[src/rtl/core/fdmd_ram.sv]
// Generic single-port-write, single-port-read RAM with registered read data.
module fdmd_ram #(
    parameter int WIDTH = 8,
    parameter int DEPTH = 256
) (
    input  logic                     clk,
    input  logic                     wr_en,
    input  logic [$clog2(DEPTH)-1:0] wr_addr,
    input  logic [WIDTH-1:0]         wr_data,
    input  logic                     rd_en,
    input  logic [$clog2(DEPTH)-1:0] rd_addr,
    output logic [WIDTH-1:0]         rd_data
);

    logic [WIDTH-1:0] mem [DEPTH];

    // Write port
    always_ff @(posedge clk)
    begin
        if (wr_en)
        begin
            mem[wr_addr] <= wr_data;
        end
    end

    // Read port, data held while not enabled
    always_ff @(posedge clk)
    begin
        if (rd_en)
        begin
            rd_data <= mem[rd_addr];
        end
    end

endmodule

[config.mk]
export PLATFORM = sky130hd
export DESIGN_NAME = fdmd_ram
export DESIGN_NICKNAME = d
export VERILOG_FILES = /design/src/rtl/core/fdmd_ram.sv
export SDC_FILE = /design/constraint.sdc
export NUM_CORES = 2
export LEC_CHECK = 0
export BUFFER_PORTS_ARGS = -buffer_cell sky130_fd_sc_hd__buf_2
export CAP_MARGIN = 20
export CORE_MARGIN = 5
export CORE_UTILIZATION = 45
export CTS_BUF_LIST = sky130_fd_sc_hd__clkbuf_16
export DETAILED_ROUTE_END_ITERATION = 8
export SLEW_MARGIN = 20
export SYNTH_ARGS = -nofsm -noshare
export SYNTH_HDL_FRONTEND = slang
export SYNTH_SLANG_ARGS = --single-unit
[constraint.sdc]
create_clock -name clk -period 2.4 [get_ports clk]
set_clock_uncertainty 0.05 [all_clocks]
set_input_delay 0.12 -clock clk [delete_from_list [all_inputs] [get_ports clk]]
set_output_delay 0.12 -clock clk [all_outputs]
set_load 0.005 [all_outputs]
======== Word-level counts from Yosys, hierarchy flattened ========
Memories as Yosys holds them, arrays and structs flattened. A register that Yosys moved wholly into a read port is not among the register bits.
Cells that the tools add are included.
word-level totals
  register bits ........................... 0
  memory bits (writable) .................. 2,048
  bits of input ports ..................... 27
  output and inout bits ................... 8
  word-level logic and storage cells ...... 3
  memories kept ........................... 1
operators by class
  multiplexer cells ....................... 2
memory list
  memory  words  width  rd ports  clocked after memory_dff  write ports  RTL line  RTL
  mem     256    8      1         1                         1            15        logic [WIDTH-1:0] mem [DEPTH];
operators with widths
  kind              count
  2-to-1 mux 1 bit  2

======== Longest topological paths before layout ========
  depth after elaboration ................. 2
  gate-level depth with buffers ........... 11
  mapped depth without buffers ............ 6

======== Least setup slack after synthesis ========
Ideal clock, no wire load.
  path type ............................... input port to flip-flop
  start point ............................. input port rd_addr[0]
  end point ............................... register rd_data[2] (read register of mem) (data pin)
  library setup time ...................... 269 ps
  arrival time ............................ 1,927 ps
  slack ................................... 154 ps
  stages on the path ...................... 9
  path buffers ............................ 4
  cell sequence ........................... buf_6 > buf_12 > buf_8 > buf_2 > mux4_2 > a22oi_1 > a21oi_1 > nor4_1 > nor4_2
RTL lines
  what             RTL line  RTL
  start, declared  11        input logic [$clog2(DEPTH)-1:0] rd_addr,
  end, declared    12        output logic [WIDTH-1:0] rd_data

==> impl_metrics.csv <==
group,metric,value,unit
critical_path,crit_arrival,2950,ps
critical_path,worstReg2RegStart,"mem[137][2]$_DFFE_PP_",
critical_path,worst-path-buf-inv,1,
yosys,synth-async-reset-ratio,0,%
final_layout,final_cell_mix,"edfxtp_1, buf_4, mux4_2, nor2_1, clkbuf_16",
yosys,synth-edff-count,2056,
clocking,clkTransAtPathRegs,60,ps
sta,final.period_utilization,101,%
place,dp_cells,6620,
yosys,syn-cell-area,79600,um2
sta,slew_headroom,39.6,%
critical_path,crit_family,"multiplexers",
clocking,h-tree-depth,4,
die,initial_utilization,45.2,%
sta,fin_hold_ws,83.8,ps
sta,worst-slew-pin-transition,900,ps
global_route,grt_pass1_vias,41335,
sta,timing.fmax,413,MHz
place,place_area,88100,um2
route,dr.pass1.iters,5,
sta,fin_crit,2420,ps
global_route,grt-ovfl-total,0,
critical_path,reg2reg_depth,7,
clocking,cts_buffers,202,
worst_hold_path,hp-class,"input port to flip-flop",
status,failed_checks,"negative setup slack",
critical_path,path_max_fanout,1,
sta,maxSlewViolCount,0,
worst_hold_path,hp-start,"wr_addr[1]",
critical_path,cpPeakStageDelay,570,ps
pwr,ir_worst_vdd,0.634,mV
final_layout,nets,4519,
clocking,insertion_delay,840,ps
die,chipWidth,431,um
die,rows,154,
yosys,ys_seq_elements,2056,
critical_path,r2r_slack,-20,ps
clocking,cts_tree,"yes",
status,status,"finished with violations",
clocking,cts.sinks,2056,
sta,setup-tns-final,-18.7,ps
route,totalWireLength,206,mm
critical_path,end_kind,"flip-flop",
clocking,post_cts_buffers,0,
place,place_congestion,0.845,
critical_path,cp-start-kind,"flip-flop",
yosys,synthesis.nets,3760,
critical_path,worstSetupPathType,"flip-flop to flip-flop",
flow_run,cap_viol_max_count,0,
critical_path,cpMostUsedCell,"mux4_2",
global_route,grt_use_total,22.2,%
route,vias_per_cell,5.87,
die,dieArea,185000,um2
place,numPortBuffers,34,
critical_path,r2r_end,"rd_data[2]$_DFFE_PP_",
yosys,synthTopCellsByArea,"edfxtp_1, mux4_2, mux2i_1",
global_route,grt_max_degree,105,
yosys,synth_seq_area_share,77.5,%
place,hpwl,136,mm
final_layout,final_area,95200,um2
yosys,ys_types,54,
die,fp.coreArea,176000,um2
sta,setup_slack,-18.7,ps
place,pre_cts_slack,-1060,ps
final_layout,area_growth,19.5,%
yosys,synthDominantCellAreaShare,77.5,%
sta,rsz0062_at_grt,"yes",
final_layout,mostFrequentLayoutCell,"edfxtp_1",
final_layout,final_util,54.1,%
die,fp.dieH,431,um
clocking,cts-root-buf,"clkbuf_16",
route,via_count,41074,
route,postRouteAntennaNets,0,
critical_path,worstPathCellList,"mux4_2 > mux4_2 > nor2_4 > a2111oi_4 > nor3_4 > buf_6 > nor4_2",
critical_path,slowest_stage,"mux4_2",
pwr,power.total,74.8,mW
worst_hold_path,hold_path_depth,4,
sta,finalSetupViolCount,1,
sta,final-hold-violation-count,0,
route,drc,0,
global_route,grt_pass1_wl,298,mm
yosys,synthFlopType,"edfxtp_1",
pwr,p_leak,31.1,nW
yosys,yosysWarnings,0,
yosys,syn_avg_cell_area,21.3,um2
clocking,clk_path_buf_depth,3,
worst_hold_path,hold-path-endpoint,"mem[167][7]$_DFFE_PP_",
die,ios,35,
yosys,synth_cells,3733,
pwr,power_density,786,nW/um2
final_layout,drive_gt1_share,34.3,%
critical_path,required,2930,ps
global_route,antenna_found_initial,7,
route,first_iter_violations,5038,
route,wl_per_cell,29.5,um
final_layout,final_cells,6997,
yosys,yosys.area.top_type,"edfxtp_1",
==> per-layer routing <==
layer	vias up	wire length, um	share of wire [%]	track usage, %
li1	17230	-	-	-
met1	21881	85300	41	32.3
met2	1674	98500	48	34.9
met3	285	17000	8.3	4.30
met4	4	5390	2.6	5.86
met5	-	27	0.013	0
==> cell usage after synthesis, types with 8 or more instances <==
master	instances
edfxtp_1	2056
mux4_2	454
nor2_1	282
mux2i_1	134
a22oi_1	133
clkbuf_1	111
a21oi_1	96
o221ai_1	46
nand3_1	34
nand2_1	33
buf_2	31
nor2b_1	31
o22ai_1	28
buf_4	27
nor4_1	24
buf_1	22
nor3_1	22
buf_6	21
a211oi_1	16
a221oi_1	13
buf_8	13
nand4_1	10
o211ai_1	10
o21ai_0	10
a22o_1	8
buf_12	8
nand2b_1	8
==> final cells by class <==
class	instances	area, um2
Clock inverter	161	1370
Multi-Input combinational cell	1442	17000
Sequential cell	2056	61700
Timing Repair Buffer	788	7040
Clock buffer	204	5100
Inverter	2	7.51
Fill cell	13530	80900
Tap cell	2340	2930
Antenna cell	4	10.0
==> cell families (layout without fill, tap and decap cells) <==
family | count (synthesis) | in the layout | share of synthesized area [%]
buf+inv | 235 | 1155 | 1.83
other cells | 0 | 4 | 0
simple gates | 466 | 466 | 2.63
mux | 591 | 591 | 14.6
compound gates | 385 | 385 | 3.42
flops | 2056 | 2056 | 77.5
==> worst max path at each step <==
stage	depth (start not counted)	endpoint	start	slack [ps]
final	7	rd_data[2]$_DFFE_PP_	mem[137][2]$_DFFE_PP_	-20
after global routing	7	rd_data[2]$_DFFE_PP_	mem[137][2]$_DFFE_PP_	-40
after CTS	8	rd_data[4]$_DFFE_PP_	mem[136][4]$_DFFE_PP_	-50
after detailed placement	9	rd_data[5]$_DFFE_PP_	rd_addr[0]	-1060
after global placement	9	rd_data[3]$_DFFE_PP_	rd_addr[0]	-1110
after floorplan	9	rd_data[2]$_DFFE_PP_	rd_addr[0]	150
==> repair_timing <==
action                     in CTS  in global routing
setup endpoints to repair       8                  8
pin swaps                      11                 19
resized for setup              48                 38
hold buffers                   14                  0
hold endpoints to repair     1674                  0
==> report_power, final <==
part	leakage, nW	internal, mW	total, mW	switching, mW
clock network	3.32	17.5	30.8	13.3
registers	18.5	39.6	39.6	0.0308
logic	9.25	1.78	4.39	2.61
total	31.1	58.8	74.8	16.0
==> worst register-to-register path: stages, from the launching register on <==
cell	delay, ps
edfxtp_1	370
mux4_2	510
mux4_2	570
nor2_4	150
a2111oi_4	70
nor3_4	270
buf_6	150
nor4_2	40
==> sequential cells by signal, summed over array words and instances (netlist names) <==
name	flops
mem	2048
rd_data	8
No activity file was read; power rests on OpenSTA's default activity.
